[config.mk]
export PLATFORM = sky130hd
export DESIGN_NAME = cpmi_seq
export DESIGN_NICKNAME = d
export VERILOG_FILES = /design/src/design/cpmi_pkg.sv /design/src/design/cpmi_seq.sv
export SDC_FILE = /design/constraint.sdc
export NUM_CORES = 1
export LEC_CHECK = 0
export BUFFER_PORTS_ARGS = -buffer_cell sky130_fd_sc_hd__clkbuf_2
export CAP_MARGIN = 20
export CORE_MARGIN = 5
export CORE_UTILIZATION = 40
export DETAILED_ROUTE_END_ITERATION = 8
export GPL_TIMING_DRIVEN = 0
export PLACE_DENSITY_LB_ADDON = 0.25
export SYNTH_ARGS = -nofsm -noshare
export SYNTH_HDL_FRONTEND = slang
export SYNTH_SLANG_ARGS = --single-unit
[constraint.sdc]
create_clock -name clk -period 1.7 [get_ports clk]
set_input_delay 0.255 -clock clk [delete_from_list [all_inputs] [get_ports clk]]
set_output_delay 0.255 -clock clk [all_outputs]
set_load 0.01 [all_outputs]
[src/design/cpmi_pkg.sv]
// Shared types, constants and tables of the cubic polynomial map iterator.
// Used by every module of the design; depends on nothing.
`default_nettype none

package cpmi_pkg;

  localparam int FRAC        = 24;
  localparam int NDIM        = 3;
  localparam int NUM_TERMS   = 20;
  localparam int STORE_DEPTH = 60;
  localparam int WORD_W      = 32;
  localparam int ACC_W       = 48;
  localparam int RND_W       = 2 * WORD_W - FRAC;
  localparam int SQ_W        = 2 * WORD_W - FRAC;
  localparam int DIST_W      = SQ_W + 2;
  localparam int RAD_W       = 40;
  localparam int ADDR_W      = 6;
  localparam int TERM_W      = 5;
  localparam int CNT_W       = 7;
  localparam int RUN_OPS     = 4 * NUM_TERMS;
  localparam logic [RAD_W-1:0] RADIUS_RESET = 40'd1677721600;
  localparam logic signed [WORD_W-1:0] ONE = 32'sd16777216;
  localparam logic [4:0] CODE_MOD = 5'd25;

  typedef enum logic [1:0] {
    FUNC_LOAD  = 2'd0,
    FUNC_STEP  = 2'd1,
    FUNC_CLEAR = 2'd2,
    FUNC_NONE  = 2'd3
  } func_t;

  typedef enum logic [1:0] {
    OP_NONE   = 2'd0,
    OP_FACTOR = 2'd1,
    OP_COEF   = 2'd2,
    OP_SQUARE = 2'd3
  } op_kind_t;

  typedef enum logic [2:0] {
    ST_IDLE,
    ST_RUN,
    ST_DRAIN,
    ST_FINAL,
    ST_SQUARE,
    ST_SQDRAIN,
    ST_DONE
  } state_t;

  typedef struct packed {
    op_kind_t          kind;
    logic [TERM_W-1:0] term;
    logic [1:0]        dim;
  } op_t;

  typedef struct packed {
    op_t  op;
    logic finalize;
    logic res_load;
  } ctl_t;

  function automatic logic [TERM_W-1:0] parent_of(input logic [TERM_W-1:0] t);
    logic [TERM_W-1:0] p;
    unique case (t)
      5'd2, 5'd6, 5'd9:         p = 5'd1;
      5'd3, 5'd4, 5'd5:         p = 5'd2;
      5'd7, 5'd8:               p = 5'd6;
      5'd10:                    p = 5'd9;
      5'd12, 5'd15:             p = 5'd11;
      5'd13, 5'd14:             p = 5'd12;
      5'd16:                    p = 5'd15;
      5'd18:                    p = 5'd17;
      5'd19:                    p = 5'd18;
      default:                  p = 5'd0;
    endcase
    return p;
  endfunction

  function automatic logic [1:0] dim_of(input logic [TERM_W-1:0] t);
    logic [1:0] d;
    unique case (t)
      5'd1, 5'd2, 5'd3:                             d = 2'd0;
      5'd4, 5'd6, 5'd7, 5'd11, 5'd12, 5'd13:        d = 2'd1;
      default:                                      d = 2'd2;
    endcase
    return d;
  endfunction

  function automatic logic signed [WORD_W-1:0] coef_value(input logic [4:0] code);
    logic [4:0]               mag;
    logic signed [WORD_W-1:0] v;
    mag = (code >= 5'd12) ? code - 5'd12 : 5'd12 - code;
    unique case (mag)
      5'd0:    v = 32'sd0;
      5'd1:    v = 32'sd1677722;
      5'd2:    v = 32'sd3355443;
      5'd3:    v = 32'sd5033165;
      5'd4:    v = 32'sd6710886;
      5'd5:    v = 32'sd8388608;
      5'd6:    v = 32'sd10066330;
      5'd7:    v = 32'sd11744051;
      5'd8:    v = 32'sd13421773;
      5'd9:    v = 32'sd15099494;
      5'd10:   v = 32'sd16777216;
      5'd11:   v = 32'sd18454938;
      5'd12:   v = 32'sd20132659;
      default: v = 32'sd0;
    endcase
    return (code < 5'd12) ? -v : v;
  endfunction

endpackage

`default_nettype wire

[src/design/cpmi_seq.sv]
// Step sequencer: walks factor, coefficient and square operations.
// Depends on cpmi_pkg.
`default_nettype none

module cpmi_seq (
  input  wire logic           clk,
  input  wire logic           rst,
  input  wire logic           start,
  input  wire logic           out_free,
  output logic                busy,
  output cpmi_pkg::ctl_t      ctl
);

  cpmi_pkg::state_t                 state, state_next;
  logic [cpmi_pkg::CNT_W-1:0]       count, count_next;
  logic [cpmi_pkg::TERM_W-1:0]      slot;
  logic [1:0]                       sub;

  assign slot = count[cpmi_pkg::CNT_W-1:2];
  assign sub  = count[1:0];

  always_comb begin
    state_next = state;
    count_next = count + 1'b1;
    unique case (state)
      cpmi_pkg::ST_IDLE: begin
        count_next = '0;
        if (start) state_next = cpmi_pkg::ST_RUN;
      end
      cpmi_pkg::ST_RUN: begin
        if (count == cpmi_pkg::CNT_W'(cpmi_pkg::RUN_OPS - 1)) begin
          state_next = cpmi_pkg::ST_DRAIN;
          count_next = '0;
        end
      end
      cpmi_pkg::ST_DRAIN: begin
        if (count == cpmi_pkg::CNT_W'(1)) state_next = cpmi_pkg::ST_FINAL;
      end
      cpmi_pkg::ST_FINAL: begin
        state_next = cpmi_pkg::ST_SQUARE;
        count_next = '0;
      end
      cpmi_pkg::ST_SQUARE: begin
        if (count == cpmi_pkg::CNT_W'(cpmi_pkg::NDIM - 1)) begin
          state_next = cpmi_pkg::ST_SQDRAIN;
          count_next = '0;
        end
      end
      cpmi_pkg::ST_SQDRAIN: begin
        if (count == cpmi_pkg::CNT_W'(1)) state_next = cpmi_pkg::ST_DONE;
      end
      cpmi_pkg::ST_DONE: begin
        if (out_free) state_next = cpmi_pkg::ST_IDLE;
      end
      default: state_next = cpmi_pkg::ST_IDLE;
    endcase
  end

  always_comb begin
    ctl          = '0;
    ctl.op.kind  = cpmi_pkg::OP_NONE;
    busy         = (state != cpmi_pkg::ST_IDLE);
    unique case (state)
      cpmi_pkg::ST_RUN: begin
        if (sub == 2'd0) begin
          if (slot < cpmi_pkg::TERM_W'(cpmi_pkg::NUM_TERMS - 1)) begin
            ctl.op.kind = cpmi_pkg::OP_FACTOR;
            ctl.op.term = slot + 1'b1;
            ctl.op.dim  = cpmi_pkg::dim_of(slot + 1'b1);
          end
        end else begin
          ctl.op.kind = cpmi_pkg::OP_COEF;
          ctl.op.term = slot;
          ctl.op.dim  = sub - 2'd1;
        end
      end
      cpmi_pkg::ST_FINAL: ctl.finalize = 1'b1;
      cpmi_pkg::ST_SQUARE: begin
        ctl.op.kind = cpmi_pkg::OP_SQUARE;
        ctl.op.dim  = count[1:0];
      end
      cpmi_pkg::ST_DONE: ctl.res_load = out_free;
      default: ;
    endcase
  end

  always_ff @(posedge clk) begin
    if (rst) begin
      state <= cpmi_pkg::ST_IDLE;
      count <= '0;
    end else begin
      state <= state_next;
      count <= count_next;
    end
  end

endmodule

`default_nettype wire

# Word-level counts from Yosys, hierarchy flattened

Memories as Yosys holds them, arrays and structs flattened.
Cells that the tools add are included.

Register bits after elaboration: 10
ROM bits: 32
Word-level logic and storage cells: 45
Memories kept: 1

Add/subtract/negate cells: 3
Order comparisons: 1
Eq/ne operators: 15
Mux-type cells: 18
Reduce and logical (&&, ||, !) cells: 5

Memories:

| name             | depth | bits a word | rd ports | clocked after memory_dff | write ports | RTL line       | text |
|---|---|---|---|---|---|---|---|
| (name not given) | 16    | 2           | 1        | 0                        | 0           | cpmi_pkg.sv:80 | `unique case (t)` |

Operators with widths:

| cell                                                 | number |
|---|---|
| one-hot mux 3 bit (7 select lines)                   | 1 |
| one-hot mux 7 bit (3 select lines)                   | 1 |
| two-way mux 3 bit                                    | 6 |
| two-way mux 7 bit                                    | 2 |
| != test 2 bit (second input constant)                | 6 |
| equality test 3 bit (second input constant)          | 3 |
| two-way mux 9 bit                                    | 1 |
| two-way mux 8 bit                                    | 1 |
| one-hot mux 2 bit (2 select lines)                   | 2 |
| adder 7 x 1 -> 7 bit (second input constant)         | 1 |
| equality test 7 x 1 -> 1 bit (second input constant) | 1 |
| equality test 7 x 2 -> 1 bit (second input constant) | 1 |
| equality test 7 bit (second input constant)          | 1 |
| equality test 3 x 2 -> 1 bit (second input constant) | 2 |
| AND reduction 6 bit                                  | 1 |
| adder 5 x 1 -> 5 bit (second input constant)         | 1 |
| < comparator 5 bit (second input constant)           | 1 |
| two-way mux 5 bit                                    | 1 |
| equality test 3 x 1 -> 1 bit (second input constant) | 1 |
| logical NOT 3 bit                                    | 1 |
| nonzero test 3 bit                                   | 1 |
| logical NOT 2 bit                                    | 1 |
| two-way mux 1 bit                                    | 2 |
| two-way mux 2 bit                                    | 1 |
| 2 further kinds                                      | 2 |

# Depth between registers and ports, before layout

An unclocked memory read counts as a cell.

Depth in word-level cells: 6
Depth in mapped cells: 6

# Worst setup path before layout

OpenSTA, ideal clock, no wires.

Path type: register -> output
Start: reg count[3] (netlist name)
End: out ctl[2] (netlist name)
Arrival time: 1721 ps
Setup slack: -276 ps
Cell stages (with the launch flop): 7
Buffers on the path: 1
Cells stage by stage: dfxtp_1 -> ha_1 -> clkbuf_1 -> xor2_1 -> mux2i_1 -> o21ai_0 -> o32ai_1

RTL lines:

| what                   | RTL line       | text |
|---|---|---|
| from (decl)            | cpmi_seq.sv:15 | `logic [cpmi_pkg::CNT_W-1:0] count, count_next;` |
| from (signal assigned) | cpmi_seq.sv:93 | `count <= count_next;` |
| to (decl)              | cpmi_seq.sv:11 | `output cpmi_pkg::ctl_t ctl` |

==> metrics.md <==
| Metric | Value |
|---|---|
| Clock sink total | 10 |
| Routed wire length | 2650 um |
| Avg Synthesized Cell Area | a little under 8 sq um |
| Pleak | 0.616 nW |
| Flip-flop and latch count after synthesis | 10 |
| Most common library cell in the layout ignoring fill and taps | sky130_fd_sc_hd__nor2_1 |
| RSZ-0062 raised after global routing | true |
| Portion of the post-synthesis area used by sequential elements | 0.212 |
| Total via count in the routed design | 1039 |
| Cell area after technology mapping | between 900 and 1000 sq um |
| Core area | 2230 sq um |
| Worst Skew | approximately 0.00057 ns |
| Footprint of the multi-input gates | approximately 840 sq um |
| Total setup violations reported at the end of the flow | 18 |
| Worst min-delay path class | in -> reg |
| Count of max-cap constraint violations | 0 |
| Top area cells in the synthesized netlist | sky130_fd_sc_hd__dfxtp_1 21%, sky130_fd_sc_hd__ha_1 11%, sky130_fd_sc_hd__nor2_1 6.0% |
| Status | finished, violations left |
| Top library cells by usage in the layout, fill and taps aside | 15 x sky130_fd_sc_hd__nor2_1, 14 x sky130_fd_sc_hd__buf_4, 10 x sky130_fd_sc_hd__clkbuf_2 |
| Slowest stage cell on the critical path | sky130_fd_sc_hd__dfxtp_4 |
| CTS clock-pin slew for the worst setup and hold paths | 0.06 ns |
| WP data required | about 1.4 ns |
| DPL Wire Length | 1760 um |
| Top cell type's share of synthesized area | 0.212 |
| Inserted Clock Buffers | 3 |
| Top cell family by delay on the critical path | compound AO/OA/AOI/OAI gates |
| Setup WS post-layout | -0.366 ns |
| Per-cell routed wire length | between 10 and 15 um |
| Final antenna diode count | 0 |
| Tmin final | just over 2 ns |
| Pin count of the biggest net entering global routing | 11 |
| Detailed-router iteration count before antenna repair | 4 |
| Layout cell share with drive strength beyond 1 | 0.481 |
| Count of hold buffers inserted by post-cts repair | 0 |
| Starting Density | 0.423 |
| Synthesized instance count | about 120 |
| Worst endpoint data arrival time | roughly 1.8 ns |
| Worst-Skew Late Latency | roughly 0.26 ns |
| 1st-iter DRT viols | 45 |
| Number of levels the H-tree was split into | 1 |
| Core Rows | 17 |
| GRT Resource Usage Total | 0.156 |
| Floorplan die width | between 50 and 60 um |
| Number of distinct library cells after synthesis | 38 |
| Max IR drop VDD | around 0.65 mV |
| Number of synthesis warnings | 0 |
| CTS root buf | sky130_fd_sc_hd__clkbuf_4 |
| Post-layout nets | around 170 |
| Net Count, Synth | between 100 and 150 |
| Fill cells | ~190 |
| Violated checks | setup timing |
| Number of antenna violations at the first check in global routing | 0 |
| Remaining max-slew budget at the tightest pin | 0.684 |
| Worst slack on hold paths | 0.251 ns |
| Total negative slack for setup checks | -2.81 ns |
| Area enclosed by the die boundary | around 3400 sq um |
| I/O pin cnt | 16 |
| Wire length of the first global-routing pass | roughly 4200 um |
| End-of-flow core utilization | 0.644 |
| Number of global-route vias before repair | 949 |
| Non-filler cells, final | between 150 and 200 |
| Achievable frequency | 0.484 GHz |
| Growth of design area from synthesis to finish | 52.3% |
| TritonCTS clock tree | yes |
| Critical Path Sink Type | output pin |
| Dominant cell type by area after synthesis | sky130_fd_sc_hd__dfxtp_1 |
| Largest fanout on the critical path | 6 |
| Transition time at the pin with the least slew margin | around 0.47 ns |
| Vias per cell | 5.59 |
| Largest stage delay on the critical path | 0.37 ns |
| Critical path buffer and inverter count | 2 |
| Start-to-end type of the worst setup path | reg -> out |
| Post-route antenna net violation count | 0 |
| Combined flip-flop and latch cell area | roughly 220 sq um |
| Number of slew-limit violations in the final report | 0 |
| DRC errors left | 0 |
| Critical Path, Cell by Cell | buf_6, a211o_1, a21oi_4, nand2_2, o32ai_2, buf_2 |
| RePlAce Congestion | between 0.8 and 0.9 |
| Final Cycle Share | 1.22 |
| Final-report hold violation count | 0 |
| Die Span Y | 58.6 um |
| Startpoint type of the worst setup path | flop |
| CTS max path bufs | 2 |
| Total overflow reported by the global router | 0 |
| Number of cells in the design after placement | 166 |
| Power density relative to cell area | 954 nW/um^2 |
| Count of input and output buffers | 15 |
## stage by stage
stage / area [sq um] / power (mW) / worst slack (ns)
finish: 1440 / 1.37 / -0.366
global placement: 1100 / 0.875 / -0.234
global route: 1440 / 1.48 / -0.439
CTS: 1340 / 1.30 / -0.412
floorplan: 988 / 0.725 / -0.00481
detailed placement: 1100 / 0.890 / -0.269
## metal layers
| metal | global-route usage | part of all wire | vias to the layer above |
|---|---|---|---|
| li1 | - | - | 501 |
| met1 | 0.205 | 0.44 | 504 |
| met2 | 0.263 | 0.50 | 30 |
| met3 | 0.0219 | 0.052 | 4 |
| met4 | 0.0453 | 0.0094 | 0 |
| met5 | 0 | 0 | - |
## layout make-up
| type | count | share of cell area |
|---|---|---|
| tap | 28 | 0.0243 |
| timing repair buffer | 32 | 0.153 |
| inverter | 11 | 0.0357 |
| sequential | 10 | 0.150 |
| buffer | 6 | 0.0270 |
| clock buffer | 4 | 0.0252 |
| multi-input combinational | 95 | 0.584 |
## report_power, final
group / internal (mW) / switching, mW
clock: 0.130 / 0.0806
combinational: 0.374 / 0.461
sequential: 0.272 / 0.0543
## timing repair
item                                    in CTS  in global routing
endpoints found under the setup margin      20                 20
buffers inserted                            14                  3
pin swaps                                   13                  8
resized for setup                           31                 26
gates cloned                                 0                  0
## synthesized netlist by cell type, drive strengths merged
| master | n |
|---|---|
| a211o | 2 |
| nand2b | 4 |
| dfxtp | 10 |
| or4b | 1 |
| o2111ai | 1 |
| o21ai | 3 |
| nand4 | 1 |
| a41o | 1 |
| nand3b | 2 |
| nand3 | 4 |
| o31ai | 2 |
| and2 | 2 |
| o32ai | 2 |
| buf | 2 |
| inv | 11 |
| xor2 | 5 |
| a22oi | 2 |
| ha | 8 |
| nor2 | 15 |
| xnor2 | 3 |
| o221ai | 1 |
| nor4bb | 2 |
| and3 | 1 |
| a31o | 2 |
| o211ai | 1 |
| nand2 | 9 |
| a21oi | 7 |
| nor2b | 4 |
| or4bb | 1 |
| a21boi | 1 |
| nor3 | 1 |
| a311oi | 2 |
| mux2i | 3 |
| a41oi | 1 |
| maj3 | 1 |
| clkbuf | 5 |
## registers in the layout (all words and copies together) (netlist names)
register / flops
count: 7
state: 3
## logic make-up (layout without fill, tap and decap cells)
family | after synthesis | in the layout | synth area share
DFF | 10 | 10 | 0.212
muxes | 3 | 3 | 0.0318
xor gates and xnor gates | 8 | 8 | 0.0742
AOI/OAI and AO/OA | 28 | 28 | 0.220
buffers and inverters | 18 | 53 | 0.0808
and+or+nand+nor | 47 | 47 | 0.265
adders and majority gates | 9 | 9 | 0.117
## path summary, 6_finish.rpt
kind | startpoint | end | slack [ns] | cells past startpoint
setup reg to reg | count[2] | state[0] | -0.10 | 6
hold / removal | rst | state[2] | 0.25 | 2
hold reg to reg | count[0] | count[0] | 0.58 | 2
setup / recovery | count[3] | ctl[2] | -0.37 | 6
No activity file was read; power rests on OpenSTA's default activity.
